[src/rtl/mpcs_pkg.sv]
`default_nettype none
// ----------------------------------------------------------------------------
// mpcs_pkg
// Shared types and constants of the mean-pivot contrast stretch block.
// ----------------------------------------------------------------------------
package mpcs_pkg;

  localparam int unsigned MAX_PIXELS_DEF = 65536;
  localparam int unsigned LEVELS         = 256;
  localparam int unsigned LEVEL_W        = 8;
  localparam int unsigned GAIN_RESET     = 10;
  localparam int unsigned PCT_SCALE      = 100;
  localparam int unsigned LEVEL_MAX      = 255;

  // floor(n / 100) for the table build: n is biased by 100 * FLOOR_BIAS to make
  // it positive, then divided through a reciprocal multiply.
  localparam int unsigned FLOOR_BIAS  = 1311;
  localparam int unsigned RECIP       = 671089;   // ceil(2^26 / 100)
  localparam int unsigned RECIP_SHIFT = 26;
  localparam int unsigned BIASED_W    = 18;
  localparam int unsigned RECIP_W     = 20;
  localparam int unsigned PROD_W      = BIASED_W + RECIP_W;
  localparam int unsigned QUOT_W      = PROD_W - RECIP_SHIFT;

  typedef enum logic {
    OP_LOAD  = 1'b0,
    OP_FETCH = 1'b1
  } mpcs_op_e;

  typedef enum logic [2:0] {
    ST_IDLE,
    ST_DIV,
    ST_BUILD,
    ST_READ,
    ST_LUT
  } mpcs_state_e;

  typedef struct packed {
    logic               op;
    logic [LEVEL_W-1:0] pixel_in;
  } mpcs_req_t;

  typedef struct packed {
    logic [LEVEL_W-1:0] pixel_out;
    logic               is_last;
    logic               valid_res;
  } mpcs_res_t;

  typedef struct packed {
    logic               we;
    logic [LEVEL_W-1:0] addr;
    logic [LEVEL_W-1:0] data;
  } mpcs_tbl_wr_t;

endpackage
`default_nettype wire

[src/rtl/mpcs_lut_gen.sv]
`default_nettype none
// ----------------------------------------------------------------------------
// mpcs_lut_gen
// Table builder: one entry per cycle through a pipeline of multipliers.
// ----------------------------------------------------------------------------
module mpcs_lut_gen (
  input  wire logic                          clk_i,
  input  wire logic                          rst_ni,
  input  wire logic                          start_i,
  input  wire logic [mpcs_pkg::LEVEL_W-1:0]  mean_i,
  input  wire logic [mpcs_pkg::LEVEL_W-1:0]  gain_i,
  output mpcs_pkg::mpcs_tbl_wr_t             wr_o,
  output logic                               done_o
);

  localparam int unsigned LW = mpcs_pkg::LEVEL_W;
  localparam int unsigned BW = mpcs_pkg::BIASED_W;
  localparam int unsigned PW = mpcs_pkg::PROD_W;
  localparam int unsigned QW = mpcs_pkg::QUOT_W;

  logic          run_q;
  logic [LW-1:0] v_q;
  logic          va_q, vb_q;
  logic [LW-1:0] a_addr_q, b_addr_q;
  logic signed [19:0] n_q;
  logic [PW-1:0] p_q;

  // stage A: n = 100*m + (v - m) * (100 + g)
  logic signed [9:0]  diff;
  logic signed [9:0]  slope;
  logic [14:0]        base;
  logic signed [19:0] n_d;

  assign diff  = $signed({2'b00, v_q}) - $signed({2'b00, mean_i});
  assign slope = $signed({1'b0, 9'(mpcs_pkg::PCT_SCALE) + {1'b0, gain_i}});
  assign base  = 15'(mean_i) * 15'(mpcs_pkg::PCT_SCALE);
  assign n_d   = 20'(diff * slope) + $signed({5'b0, base});

  // stage B: bias positive, multiply by reciprocal of 100
  logic signed [19:0] biased_s;
  logic [BW-1:0]      biased;
  assign biased_s = n_q + 20'(mpcs_pkg::FLOOR_BIAS * mpcs_pkg::PCT_SCALE);
  assign biased   = biased_s[BW-1:0];

  // stage C: remove bias, clamp to grey range
  logic [QW-1:0]      quot;
  logic signed [QW:0] level;
  logic [LW-1:0]      clamped;
  assign quot  = p_q[PW-1:mpcs_pkg::RECIP_SHIFT];
  assign level = $signed({1'b0, quot}) - $signed((QW+1)'(mpcs_pkg::FLOOR_BIAS));

  always_comb begin
    if (level < 0) begin
      clamped = '0;
    end else if (level > $signed((QW+1)'(mpcs_pkg::LEVEL_MAX))) begin
      clamped = LW'(mpcs_pkg::LEVEL_MAX);
    end else begin
      clamped = level[LW-1:0];
    end
  end

  always_ff @(posedge clk_i or negedge rst_ni) begin
    if (!rst_ni) begin
      run_q <= 1'b0;
      v_q   <= '0;
      va_q  <= 1'b0;
      vb_q  <= 1'b0;
    end else begin
      va_q <= run_q;
      vb_q <= va_q;
      if (start_i) begin
        run_q <= 1'b1;
        v_q   <= '0;
      end else if (run_q) begin
        v_q <= v_q + 1'b1;
        if (v_q == LW'(mpcs_pkg::LEVELS - 1)) begin
          run_q <= 1'b0;
        end
      end
    end
  end

  always_ff @(posedge clk_i) begin
    n_q      <= n_d;
    a_addr_q <= v_q;
    p_q      <= PW'(biased) * PW'(mpcs_pkg::RECIP);
    b_addr_q <= a_addr_q;
  end

  assign wr_o.we   = vb_q;
  assign wr_o.addr = b_addr_q;
  assign wr_o.data = clamped;
  assign done_o    = vb_q && (b_addr_q == LW'(mpcs_pkg::LEVELS - 1));

endmodule
`default_nettype wire

[config.mk]
export PLATFORM = sky130hd
export DESIGN_NAME = mpcs_lut_gen
export DESIGN_NICKNAME = d
export VERILOG_FILES = /design/src/rtl/mpcs_pkg.sv /design/src/rtl/mpcs_lut_gen.sv
export SDC_FILE = /design/constraint.sdc
export NUM_CORES = 1
export LEC_CHECK = 0
export BUFFER_PORTS_ARGS = -buffer_cell sky130_fd_sc_hd__buf_2
export CORE_UTILIZATION = 25
export CTS_BUF_LIST = sky130_fd_sc_hd__clkbuf_2 sky130_fd_sc_hd__clkbuf_4 sky130_fd_sc_hd__clkbuf_8
export CTS_CLUSTER_SIZE = 16
export DETAILED_ROUTE_END_ITERATION = 8
export SETUP_SLACK_MARGIN = 0.4
export SYNTH_ARGS = -nofsm -noshare
export SYNTH_HDL_FRONTEND = slang
export SYNTH_SLANG_ARGS = --single-unit
[constraint.sdc]
create_clock -name clk_i -period 7.7 [get_ports clk_i]
set_input_delay 0.385 -clock clk_i [delete_from_list [all_inputs] [get_ports clk_i]]
set_output_delay 0.385 -clock clk_i [all_outputs]
set_load 0.02 [all_outputs]
==> flow_summary.toml <==
[critical_path]
critPathLaunch = "n_q[5]$_DFF_P_"
required_ns = 8.01
critical_path_arrival_ns = 7.25
critPathMaxStageDelay_ns = 0.55
slowest_stage = "fa_1"
path_common_cell = "fa_1"
critPathBufInv = 2
reg2reg_from = "n_q[5]$_DFF_P_"
worstSetupEndpointType = "flip-flop"
path_delay_family = "adder cells"
critPathLaunchType = "flip-flop"
crit_fanout = 7
worst-setup-path-type = "reg -> reg"

[synthesis]
yosys.area_share.simple = 0.0989
yosys_warnings = 0
synth-seq-cells = 57
synthAdderAreaFrac = 0.568
syn_area_per_cell_um2 = 9.39
synth_top_family_by_area = "adder cells"
async_flop_share = 0.193
synthesis.area_um2 = 11700
synth_cell_types = 58
ys.flop_type = "dfxtp_1"
ys_seq_area_frac = 0.103
syn_nets = 1683
synth_xor_area_frac = 0.0539
synth_edf_count = 0
synth_cells = 1243
synth_compound_area_frac = 0.0588
synthMuxAreaShare = 0.000858

[final_layout]
fillers = 4857
layout.nets = 1744
drive_gt1_frac = 0.0802
diodes = 0
area_growth_pct = 11.5

[sta]
tightestPinTransition_ns = 0.794
rsz0062_at_grt = "yes"
slew_headroom = 0.469
finalSetupViolCount = 0
max_freq_ghz = 0.144
min_period_over_period = 0.901
clock_skew_ns = 0.0278
hold_viol = 0
final.setup.tns_ns = 0
slew_viol_final = 0
finalCriticalPeriod_ns = 6.94

[global_routing]
grt_pass1_vias = 8315
track_usage = 0.109
antenna_found_initial = 0
grtUsageMet3 = 0.0187
top_usage_layer = "met2"
grt_pass1_wl_mm = 41.1
grt_overflow = 0
met1_usage = 0.143
grt_max_degree = 13
use_met2 = 0.182

[floorplanning]
coreArea_um2 = 45700
start_util = 0.255
rows = 78
io_pins = 37
die_w_um = 218
die_h_um = 218
dieArea_um2 = 47500

[clock_network]
cts_sinks = 57
h-tree-depth = 3
cts.path.max_buffers = 2
ctsRootBufferMaster = "clkbuf_8"
clk_latency_ns = 0.39
cts_tree = "done"
clk_pin_slew_ns = 0.09
tritoncts.num_buffers = 9

[drt]
viasPerCell = 4.16
firstDrtPassIters = 5
post_drt_wl_per_cell_um = 12.8
ant_nets = 0
routed_wirelength_mm = 24.5
vias = 7949
first_iter_violations = 266
drc = 0

[run]
maxCapViolCount = 0

[placement]
dpl.hpwl_mm = 22.1
numPortBuffers = 36
gp_congestion = 0.926

[worst_hold_path]
hold_path_class = "in -> reg"
hold_start = "start_i"

[status]
status = "completed"
[area by class of cell]
cell class / instances / area [um^2] / area share
timing repair buffer: 56 / 333 / 0.0256
clock buffer: 9 / 124 / 0.00952
multi-input combinational: 825 / 9170 / 0.705
clock inverter: 7 / 101 / 0.00779
tap: 600 / 751 / 0.0577
sequential: 57 / 1200 / 0.0922
inverter: 355 / 1330 / 0.102
[cells in the mapped netlist (5+ instances only)]
cell type	instances	area share
dfxtp_1	46	0.079
inv_1	355	0.11
xor2_1	27	0.020
and2_1	19	0.010
a21o_1	9	0.0058
nor2_1	57	0.018
nor3_1	15	0.0064
nand3_1	16	0.0069
fa_1	181	0.31
xnor2_1	43	0.032
dfrtp_1	11	0.024
or2_2	6	0.0032
a21boi_0	5	0.0032
nand2_1	55	0.018
nor2b_1	12	0.0064
nand2b_1	26	0.014
o21ai_0	20	0.0086
a21oi_1	31	0.013
nand4_1	8	0.0043
ha_1	240	0.26
[registers in the layout (all words and copies together) (netlist names)]
signal,flops
run_q,1
n_q,18
vb_q,1
p_q,12
v_q,8
va_q,1
b_addr_q,8
a_addr_q,8
[kinds of logic (layout without fill, tap and decap cells)]
| kind of cell | after synthesis | count (layout) |
|---|---|---|
| AO/OA/AOI/OAI | 102 | 102 |
| XOR/XNOR | 71 | 71 |
| adder cells (fa/ha/maj) | 421 | 421 |
| buffers and inverters | 361 | 427 |
| flip-flops | 57 | 57 |
| multiplexers | 1 | 1 |
| AND/OR/NAND/NOR | 230 | 230 |
[per-layer routing]
| metal | wire [um] | part of all wire | vias up |
|---|---|---|---|
| met5 | 0 | 0 | - |
| met4 | 391 | 0.016 | 0 |
| met3 | 859 | 0.035 | 28 |
| met2 | 11700 | 0.48 | 127 |
| met1 | 11600 | 0.47 | 3858 |
| li1 | - | - | 3936 |
[worst paths after layout]
kind                                  endpoint  slack [ns]  cells past startpoint
min reg2reg                b_addr_q[7]$_DFF_P_        0.32                      0
min in group asynchronous   v_q[3]$_DFFE_PN0P_        0.39                      2
max                            p_q[36]$_DFF_P_        0.76                     25
max reg2reg                    p_q[36]$_DFF_P_        0.76                     25
min                         v_q[0]$_DFFE_PN0P_        0.28                      2
max in group asynchronous   v_q[2]$_DFFE_PN0P_        7.08                      2
[timing repair]
item,CTS,global route
resized for setup,2,13
pin swaps,0,1
setup endpoints to repair,3,11
buffers inserted,0,5
hold buffers,1,0
endpoints found under the hold margin,11,0
[stage by stage]
stage          setup slack (ns)  hold WS, ns   util  std cells  cell area [um^2]
2_1_floorplan             0.654       0.0894      -       1243             11700
4_1_cts                   0.457        0.243  0.283       1904             12900
3_5_place_dp              0.327        0.272  0.277       1887             12700
5_1_grt                   0.329        0.272  0.285       1909             13000
6_report                  0.764        0.279  0.285       1909             13000
3_3_place_gp              0.449        0.269  0.277       1887             12700
[layout by cell type, fill, tap and decap left out, types with 3 or more instances in the layout]
master,instances
or3_1,4
and2_1,18
clkbuf_8,9
nand2b_1,26
xor2_1,26
o21ai_0,20
a21oi_1,31
nand2_1,55
a21boi_0,5
buf_4,19
xnor2_1,40
fa_1,180
nor2b_1,10
buf_2,36
inv_1,355
nor2_1,56
a31oi_1,3
o21ai_1,4
o21bai_1,3
a41oi_1,3
a21o_1,9
nand4_1,8
nor3_1,14
nand3_1,15
or2_2,6
xnor2_2,4
ha_1,240
dfrtp_1,11
nor3b_1,3
dfxtp_1,45
Power is left out: the tool's default activity adds up to more than one toggle a clock period on the data nets, which glitch-free logic cannot reach.
