$ cat src/rtl/mpcs_pkg.sv
`default_nettype none
// ----------------------------------------------------------------------------
// mpcs_pkg
// Shared types and constants of the mean-pivot contrast stretch block.
// ----------------------------------------------------------------------------
package mpcs_pkg;

  localparam int unsigned MAX_PIXELS_DEF = 65536;
  localparam int unsigned LEVELS         = 256;
  localparam int unsigned LEVEL_W        = 8;
  localparam int unsigned GAIN_RESET     = 10;
  localparam int unsigned PCT_SCALE      = 100;
  localparam int unsigned LEVEL_MAX      = 255;

  // floor(n / 100) for the table build: n is biased by 100 * FLOOR_BIAS to make
  // it positive, then divided through a reciprocal multiply.
  localparam int unsigned FLOOR_BIAS  = 1311;
  localparam int unsigned RECIP       = 671089;   // ceil(2^26 / 100)
  localparam int unsigned RECIP_SHIFT = 26;
  localparam int unsigned BIASED_W    = 18;
  localparam int unsigned RECIP_W     = 20;
  localparam int unsigned PROD_W      = BIASED_W + RECIP_W;
  localparam int unsigned QUOT_W      = PROD_W - RECIP_SHIFT;

  typedef enum logic {
    OP_LOAD  = 1'b0,
    OP_FETCH = 1'b1
  } mpcs_op_e;

  typedef enum logic [2:0] {
    ST_IDLE,
    ST_DIV,
    ST_BUILD,
    ST_READ,
    ST_LUT
  } mpcs_state_e;

  typedef struct packed {
    logic               op;
    logic [LEVEL_W-1:0] pixel_in;
  } mpcs_req_t;

  typedef struct packed {
    logic [LEVEL_W-1:0] pixel_out;
    logic               is_last;
    logic               valid_res;
  } mpcs_res_t;

  typedef struct packed {
    logic               we;
    logic [LEVEL_W-1:0] addr;
    logic [LEVEL_W-1:0] data;
  } mpcs_tbl_wr_t;

endpackage
`default_nettype wire

$ cat src/rtl/mpcs_div.sv
`default_nettype none
// ----------------------------------------------------------------------------
// mpcs_div
// Mean divider: sum / count, one quotient bit per cycle, eight bits.
// ----------------------------------------------------------------------------
module mpcs_div #(
  parameter int unsigned SUM_W = 25,
  parameter int unsigned CNT_W = 17
) (
  input  wire logic                           clk_i,
  input  wire logic                           rst_ni,
  input  wire logic                           start_i,
  input  wire logic [SUM_W-1:0]               sum_i,
  input  wire logic [CNT_W-1:0]               count_i,
  output logic                                done_o,
  output logic [mpcs_pkg::LEVEL_W-1:0]        quot_o
);

  localparam int unsigned BIT_W = $clog2(mpcs_pkg::LEVEL_W);

  logic [SUM_W-1:0]               rem_q, rem_d;
  logic [mpcs_pkg::LEVEL_W-1:0]   quot_q, quot_d;
  logic [BIT_W-1:0]               bit_q, bit_d;
  logic                           run_q, run_d;
  logic                           done_q, done_d;
  logic [SUM_W-1:0]               trial;

  // Mean never exceeds the top grey level, so eight quotient bits suffice.
  assign trial = SUM_W'(count_i) << bit_q;

  always_comb begin
    rem_d  = rem_q;
    quot_d = quot_q;
    bit_d  = bit_q;
    run_d  = run_q;
    done_d = 1'b0;
    if (start_i) begin
      rem_d  = sum_i;
      quot_d = '0;
      bit_d  = BIT_W'(mpcs_pkg::LEVEL_W - 1);
      run_d  = 1'b1;
    end else if (run_q) begin
      if (rem_q >= trial) begin
        rem_d          = rem_q - trial;
        quot_d[bit_q]  = 1'b1;
      end
      bit_d = bit_q - 1'b1;
      if (bit_q == '0) begin
        run_d  = 1'b0;
        done_d = 1'b1;
      end
    end
  end

  always_ff @(posedge clk_i or negedge rst_ni) begin
    if (!rst_ni) begin
      run_q  <= 1'b0;
      done_q <= 1'b0;
      bit_q  <= '0;
    end else begin
      run_q  <= run_d;
      done_q <= done_d;
      bit_q  <= bit_d;
    end
  end

  always_ff @(posedge clk_i) begin
    rem_q  <= rem_d;
    quot_q <= quot_d;
  end

  assign done_o = done_q;
  assign quot_o = quot_q;

endmodule
`default_nettype wire

$ cat config.mk
export PLATFORM = sky130hd
export DESIGN_NAME = mpcs_div
export DESIGN_NICKNAME = d
export VERILOG_FILES = /design/src/rtl/mpcs_pkg.sv /design/src/rtl/mpcs_div.sv
export SDC_FILE = /design/constraint.sdc
export NUM_CORES = 1
export LEC_CHECK = 0
export ABC_AREA = 1
export BUFFER_PORTS_ARGS = -buffer_cell sky130_fd_sc_hd__clkbuf_2
export CORE_MARGIN = 5
export CORE_UTILIZATION = 63
export DETAILED_ROUTE_END_ITERATION = 12
export PLACE_DENSITY = 0.84
export SETUP_SLACK_MARGIN = 0.05
export SYNTH_ARGS = -nofsm -noshare
export SYNTH_HDL_FRONTEND = slang
export SYNTH_SLANG_ARGS = --single-unit
export TNS_END_PERCENT = 30
$ cat constraint.sdc
create_clock -name clk_i -period 7.52 [get_ports clk_i]
set_clock_uncertainty 0.1 [all_clocks]
set_input_delay 0.376 -clock clk_i [delete_from_list [all_inputs] [get_ports clk_i]]
set_output_delay 0.376 -clock clk_i [all_outputs]
set_load 0.005 [all_outputs]
==> flow_summary.yaml, run 1 <==
run_status:
  status: "complete, no violations"
critical_path:
  cp-startpoint: "bit_q[0]"
  critPathSlowestCell: "dfrtp_1"
  crit_buf_inv: 1
  crit_fanout: 25
  startpoint_type: "flop"
  crit_type: "reg2reg"
  cp_common_cell: "nand2_1"
  worst_setup_path_end_kind: "flop"
  cpPeakStageDelay_ns: 0.78
  reg2reg_setup_slack_ns: 3.12
  cp.arrival_ns: 4.08
  required_ns: 7.20
  cpLargestDelayFamily: "simple AND/OR/NAND/NOR gates"
  r2r_start: "bit_q[0]"
  path_cells: "inv_2 > or2_2 > o21ai_1 > nand2_1 > nand2_1 > nand2_1 > o21ai_0 > ha_1 > nand2_1 > nor2_1 > nor2_1 > nand3_2 > nand3b_2 > nand2_4 > nand2_1 > nand2_1"
timing:
  tightest_slew_ns: 1.12
  hold_violations: 0
  finalSetupViolations: 0
  maxSlewViolCount: 0
  max-slew-margin-rel_pct: 25.0
  max_freq_ghz: 0.227
  period_share_pct: 58.5
  min_period_ns: 4.40
  final.setup.tns_ns: 0
  rsz0062_at_grt: "no"
run:
  max_cap_violations: 0
drt:
  drc_errors: 0
  wl_per_cell_um: 14.5
  via_per_inst: 5.61
  ant_nets: 0
  vias: 4070
  drtIter0Drc: 344
  wl_um: 10500
  drt_first_pass_iters: 5
yosys:
  async_flop_share_pct: 13.2
  synth_nets: 677
  ys_seq_elements: 38
  synth_area_sq_um: 3830
  ys_types: 41
  synth_warnings: 0
  ys_seq_area_share_pct: 27.1
  ys.flop_type: "edfxtp_1"
  synth_area_per_cell_sq_um: 6.32
  syn_inst: 605
  synth_edf_count: 25
floorplanning:
  die_w_um: 87.9
  fp.dieH_um: 87.9
  io_pins: 54
  initial_core_util_pct: 64.6
  rows: 28
  fp.coreArea_sq_um: 5920
  die-area_sq_um: 7730
place:
  routabilityCongestion: 0.972
  placed_cells: 716
  dp_hpwl_um: 8370
  io_buffers: 53
layout:
  final_cell_mix: "nand2_1, inv_1, clkbuf_2"
  nets: 721
  n_antenna_cell: 0
  drive_gt1_share_pct: 13.7
  fin_cells: 725
  layout-area-overhead-vs-synth_pct: 10.1
  layout_commonest_cell: "nand2_1"
hold_path:
  hp-class: "in2reg"
  holdCritStartpoint: "sum_i[18]"
power:
  p_leak_uw: 0.00214
  peakVddDrop_uv: 222
  powerDensity_nw_per_um2: 375
grt:
  grt_pass1_wl_um: 17400
  grt-ovfl-total: 0
  grtUsageTotal_pct: 28.6
  grt_max_degree: 42
  first_global_vias: 3835
  antenna_found_initial: 0
cts:
  postCtsResizedCells: 0
  cts_tree: "yes"
  path_clk_slew_ns: 0.08
  clk_path_buf_depth: 2
  cts_num_sinks: 38
  numCtsBuffers: 5
  clock-root-buffer: "clkbuf_8"
  insertion_delay_ns: 0.30
  cts_max_level: 2
[stage by stage]
stage                     hold slack [ns]  utilization (%)  power [uW]  setup WS [ns]  cell area [sq um]
after floorplan                   -0.0196                -        1140           4.29               3830
after CTS                           0.237             71.1        1560           3.07               4210
after global routing                0.250             71.1        1730           2.61               4210
after global placement             0.0998             69.2        1360           3.23               4100
final                               0.243             71.1        1580           3.12               4210
after detailed placement            0.102             69.2        1380           3.07               4100
[registers in the layout (all words and copies together) (netlist names)]
name / flops
done_o: 1
quot_o: 8
bit_q: 3
run_q: 1
rem_q: 25
[layer usage]
layer / share of wire (%) / track usage (%) / up-vias
met5: 0 / 0 / -
met3: 6.8 / 3.29 / 22
met4: 2.2 / 10.3 / 0
met1: 44 / 36.8 / 1822
met2: 47 / 49.5 / 169
li1: - / - / 2057
[cells in the mapped netlist (5+ instances only)]
library cell    n  area, sq um
nand2_1       209          785
inv_1          73          274
o21ai_0        51          255
nand3_1        47          235
a21oi_1        39          195
nor2_1         37          139
ha_1           26          325
edfxtp_1       25          751
nor2_2          9         56.3
dfxtp_1         8          160
clkbuf_1        7         26.3
nand4_1         7         43.8
or2_2           6         37.5
buf_2           5         25.0
dfrtp_1         5          125
nand2_2         5         31.3
nor3_1          5         25.0
[power by group]
part,total (uW),switching [uW],leakage (uW),internal (uW)
combinational,1040,684,0.00170,355
sequential,370,40.0,0.000381,330
clock,171,84.6,0.0000572,86.0
total,1580,808,0.00214,771
[path summary, 6_finish.rpt]
| kind | end | cells past startpoint |
|---|---|---|
| setup reg to reg | rem_q[4] | 16 |
| min in group asynchronous | bit_q[1] | 2 |
| max in group asynchronous | done_o | 2 |
| setup / recovery | rem_q[4] | 16 |
| hold / removal | rem_q[18] | 3 |
| hold reg to reg | quot_o[2] | 2 |
[worst reg2reg max path, stage by stage (launching register included)]
cell and delay, ns:
dfrtp_1 0.78, inv_2 0.29, or2_2 0.34, o21ai_1 0.15, nand2_1 0.10, nand2_1 0.07
nand2_1 0.04, o21ai_0 0.16, ha_1 0.35, nand2_1 0.16, nor2_1 0.07, nor2_1 0.19
nand3_2 0.15, nand3b_2 0.13, nand2_4 0.09, nand2_1 0.07, nand2_1 0.63
[final cells by class]
type / count / area, sq um
tap: 75 / 93.8
sequential: 38 / 1040
timing repair buffer: 54 / 275
fill: 528 / 1710
clock inverter: 2 / 12.5
inverter: 74 / 278
clock buffer: 6 / 93.8
multi-input combinational: 476 / 2420
[logic make-up after synthesis]
group	after synthesis	share of synthesized area, %
xor+xnor	5	1.14
compound gates	103	14.1
simple gates	337	38.0
mux	4	1.05
fa+ha+maj	27	9.03
buf+inv	91	9.61
flops	38	27.1
[repair_timing]
action | in CTS | in global routing
hold buffers | 1 | 0
hold endpoints to repair | 5 | 0
setup buffers | 0 | 0
(Power assumes the default switching activity.)
==> run 2: changes to the inputs <==
CORE_UTILIZATION = 53   (was 63)
PLACE_DENSITY = 0.75   (was 0.84)
clock period = 3.9 ns   (was 7.52 ns; I/O delays follow)
==> run 2 against run 1 <==
Effect of this change:
- register-to-register slack worse by 2.7 ns
- via count is 0.15% higher
- routed wire length is 6.0% higher
- final area is 2.1% higher
- fmax is 25% higher
- hold slack worse by 0.19 ns
- combinational power is 95% higher
==> flow_summary.yaml, run 2 (synthesis gave the netlist of run 1 again) <==
timing:
  max_freq_ghz: 0.285
  setup_slack_ns: 0.385
  finalSetupViolations: 0
  hold_slack_ns: 0.0563
  min_period_ns: 3.51
  maxSlewViolCount: 0
  period_share_pct: 90.1
  rsz0062_at_grt: "no"
  tightest_slew_ns: 0.933
  hold_violations: 0
  final.setup.tns_ns: 0
  max-slew-margin-rel_pct: 37.8
place:
  dp_hpwl_um: 8970
  io_buffers: 53
  pre_cts_ws_ns: 0.428
  routabilityCongestion: 0.946
floorplanning:
  rows: 31
  fp.dieH_um: 95.0
  die-area_sq_um: 9020
  fp.coreArea_sq_um: 7140
  initial_core_util_pct: 53.6
  die_w_um: 95.0
  io_pins: 54
hold_path:
  hp-class: "in2reg"
  worstHoldPathCells: 3
cts:
  cts_num_sinks: 38
  insertion_delay_ns: 0.30
  hold_buffers: 1
  post_cts_buffers: 0
  path_clk_slew_ns: 0.09
  postCtsResizedCells: 0
  cts_max_level: 2
  numCtsBuffers: 5
  clk_path_buf_depth: 2
  clock-root-buffer: "clkbuf_8"
  cts_tree: "yes"
layout:
  nFillCells: 768
  top_register: "rem_q"
  drive_gt1_share_pct: 14.4
  n_antenna_cell: 0
  nets: 726
  layout_commonest_cell: "nand2_1"
  largest_reg_flops: 25
  final_cell_mix: "nand2_1, inv_1, clkbuf_2"
  layout-area-overhead-vs-synth_pct: 12.4
grt:
  grt_pass1_wl_um: 18000
  grtUsageTotal_pct: 25.7
  antenna_found_initial: 0
  grt-ovfl-total: 0
  first_global_vias: 3846
  grt_max_degree: 41
critical_path:
  crit_fanout: 25
  cp.arrival_ns: 3.38
  reg2reg_depth: 13
  worst_setup_path_end_kind: "flop"
  cpPeakStageDelay_ns: 0.45
  crit_type: "reg2reg"
  cp_common_cell: "nand2_1"
  required_ns: 3.77
  path_cells: "inv_1 > mux2i_1 > o21ai_0 > ha_1 > nand2_1 > nor2_2 > nand3_1 > nand3_2 > nand3b_2 > nand2_4 > nand2_1 > nand2_1 > buf_4"
  critPathSlowestCell: "inv_1"
  startpoint_type: "flop"
drt:
  drc_errors: 0
  wl_per_cell_um: 14.8
  ant_nets: 0
  vias: 4076
  drt_first_pass_iters: 5
  via_per_inst: 5.41
  wl_um: 11200
  drtIter0Drc: 303
power:
  peakVddDrop_uv: 382
  p_leak_uw: 0.00217
  powerDensity_nw_per_um2: 723
run:
  max_cap_violations: 0
run_status:
  status: "complete, no violations"
-- run 2: worst max-delay path: cells and delay by family, from the launching register on --
kind,cells,cell delay (ns)
and+or+nand+nor,8,0.92
buffers and inverters,2,0.82
adders and majority gates,1,0.42
DFF,1,0.38
muxes,1,0.31
AOI/OAI and AO/OA,1,0.19
-- run 2: power breakdown --
group | leakage (uW) | internal [uW] | switching (uW)
clock network | 0.0000647 | 205 | 163
registers | 0.000381 | 634 | 71.4
logic | 0.00172 | 693 | 1340
total | 0.00217 | 1530 | 1580
-- run 2: final timing paths --
kind	start	to	slack, ns
worst max-delay path	bit_q[1]	rem_q[13]	0.39
worst min-delay path	sum_i[16]	rem_q[16]	0.06
worst max register to register	bit_q[1]	rem_q[13]	0.39
worst min register to register	quot_o[7]	quot_o[7]	0.35
max in group asynchronous	rst_ni	bit_q[1]	3.42
min in group asynchronous	rst_ni	bit_q[2]	0.15
-- run 2: per-layer routing --
layer	vias up	track usage, %	wire length [um]
met5	-	0	0
met4	0	6.49	184
met3	13	3.27	728
met1	1854	34.3	5070
li1	2068	-	-
met2	141	44.0	5200
-- run 2: area by class of cell --
type	count	area, sq um	share of cell area [%]
clock buffer	7	119	2.76
clock inverter	1	8.76	0.204
timing repair buffer	59	313	7.27
sequential	38	1040	24.1
tap	99	124	2.88
inverter	74	278	6.46
multi-input combinational	476	2420	56.3
-- run 2: through the flow --
stage / area (sq um) / instances / power (uW) / util, %
after detailed placement: 4160 / 745 / 2690 / 58.3
after floorplan: 3830 / 605 / 2200 / -
after CTS: 4300 / 754 / 3070 / 60.3
after global routing: 4300 / 754 / 3380 / 60.3
after global placement: 4160 / 745 / 2670 / 58.3
final: 4300 / 754 / 3110 / 60.3
==> run 3: changes to the inputs <==
GPL_TIMING_DRIVEN = 0   (was default)
==> run 3 against run 2 <==
Effect of this change:
- non-clock buffer count rose by 11
- count of clock-buffer cells in the layout shrank 1
- combinational power barely moved
- critical path type unchanged
==> flow_summary.yaml, run 3 (synthesis gave the netlist of run 1 again) <==
run_status:
  status: "complete, no violations"
critical_path:
  critPathSlowestCell: "dfrtp_1"
  reg2reg_depth: 16
  cpPeakStageDelay_ns: 0.46
  startpoint_type: "flop"
  cp.arrival_ns: 3.49
  path_cells: "inv_1 > clkbuf_1 > o21ai_0 > o21ai_0 > inv_1 > ha_1 > nand2_2 > nor2_2 > nand2_1 > nor2_2 > nand2_1 > nand3_2 > nor2_2 > nand2_4 > nand2_1 > nand2_4"
  required_ns: 3.77
  crit_fanout: 25
  crit_type: "reg2reg"
  worst_setup_path_end_kind: "flop"
timing:
  rsz0062_at_grt: "no"
  tightest_slew_ns: 0.698
  min_period_ns: 3.63
  finalSetupViolations: 0
  maxSlewViolCount: 0
  max-slew-margin-rel_pct: 53.5
  period_share_pct: 93.0
  final.setup.tns_ns: 0
  max_freq_ghz: 0.276
  hold_violations: 0
drt:
  ant_nets: 0
  vias: 4175
  drt_first_pass_iters: 5
  wl_per_cell_um: 15.1
  drtIter0Drc: 257
  wl_um: 11500
  drc_errors: 0
  via_per_inst: 5.46
layout:
  drive_gt1_share_pct: 14.6
  layout_commonest_cell: "nand2_1"
  fin_cells: 765
  nFillCells: 789
  n_antenna_cell: 0
  final_cell_mix: "nand2_1, inv_1, clkbuf_2"
  fin_area_sq_um: 4330
  final_util_pct: 60.7
  nets: 737
  top_register: "rem_q"
  largest_reg_flops: 25
  layout-area-overhead-vs-synth_pct: 13.3
hold_path:
  worstHoldPathCells: 3
  hp-class: "in2reg"
run:
  max_cap_violations: 0
cts:
  clk_path_buf_depth: 2
  post_cts_buffers: 0
  numCtsBuffers: 5
  cts_tree: "yes"
  insertion_delay_ns: 0.31
  cts_max_level: 2
  clock-root-buffer: "clkbuf_8"
  path_clk_slew_ns: 0.09
  cts_num_sinks: 38
grt:
  grt_max_degree: 26
  grt-ovfl-total: 0
  grt_pass1_wl_um: 18500
  first_global_vias: 3919
  grtUsageTotal_pct: 26.5
  antenna_found_initial: 0
place:
  placed_cells: 756
  io_buffers: 52
  dpl_cell_area_sq_um: 4210
  routabilityCongestion: 0.899
  dp_hpwl_um: 9300
floorplanning:
  rows: 31
  io_pins: 54
  die_w_um: 95.0
  fp.coreArea_sq_um: 7140
  fp.dieH_um: 95.0
  die-area_sq_um: 9020
  initial_core_util_pct: 53.6
power:
  p_leak_uw: 0.00219
  powerDensity_nw_per_um2: 711
  peakVddDrop_uv: 362
  power_uw: 3080
run 3: stage by stage:
stage	hold WS (ns)	setup WS [ns]
global placement	-0.0821	-0.148
CTS	0.0495	0.141
finish	0.0544	0.273
global route	0.0685	0.0405
detailed placement	-0.0806	-0.239
floorplan	-0.201	0.666
run 3: layer usage:
| metal | global-route usage [%] | wire length (um) | up-vias | part of all wire, % |
|---|---|---|---|---|
| met2 | 45.6 | 5440 | 148 | 47 |
| met1 | 34.3 | 5080 | 1906 | 44 |
| met4 | 8.65 | 274 | 0 | 2.4 |
| met3 | 3.51 | 744 | 24 | 6.4 |
| met5 | 0 | 0 | - | 0 |
| li1 | - | - | 2097 | - |
run 3: final cells by class:
cell class              instances  area [sq um]  share of cell area [%]
multi-input cells             476          2430                    56.1
flip-flops and latches         38          1040                    23.9
clock buffers                   6          93.8                    2.17
plain buffers                  17          90.1                    2.08
inverters                      74           278                    6.41
clock inverters                 2          12.5                   0.289
well taps                      99           124                    2.86
repair buffers                 53           270                    6.24
run 3: final timing paths:
path	start	to	slack (ns)
worst max register to register	bit_q[1]	rem_q[21]	0.27
worst min register to register	quot_o[5]	quot_o[5]	0.35
worst max-delay path	bit_q[1]	rem_q[21]	0.27
worst min-delay path	sum_i[18]	rem_q[18]	0.05
max in group asynchronous	rst_ni	bit_q[2]	3.42
min in group asynchronous	rst_ni	bit_q[0]	0.14
run 3: critical path: cells and delay by family (launching register included):
family                     cells  cell delay, ns
and+or+nand+nor               10            1.26
buffers and inverters          3            0.61
DFF                            1            0.46
AOI/OAI and AO/OA              2            0.42
adders and majority gates      1            0.41
run 3: timing repair:
item	CTS	global route
gates resized for setup	1	1
endpoints found under the hold margin	5	0
setup endpoints to repair	25	25
hold buffers	1	0
run 3: power breakdown:
group	leakage, uW	total [uW]	internal (uW)	switching [uW]
clock network	0.0000572	335	166	169
logic	0.00175	2050	696	1350
registers	0.000381	699	633	65.7
total	0.00219	3080	1500	1590
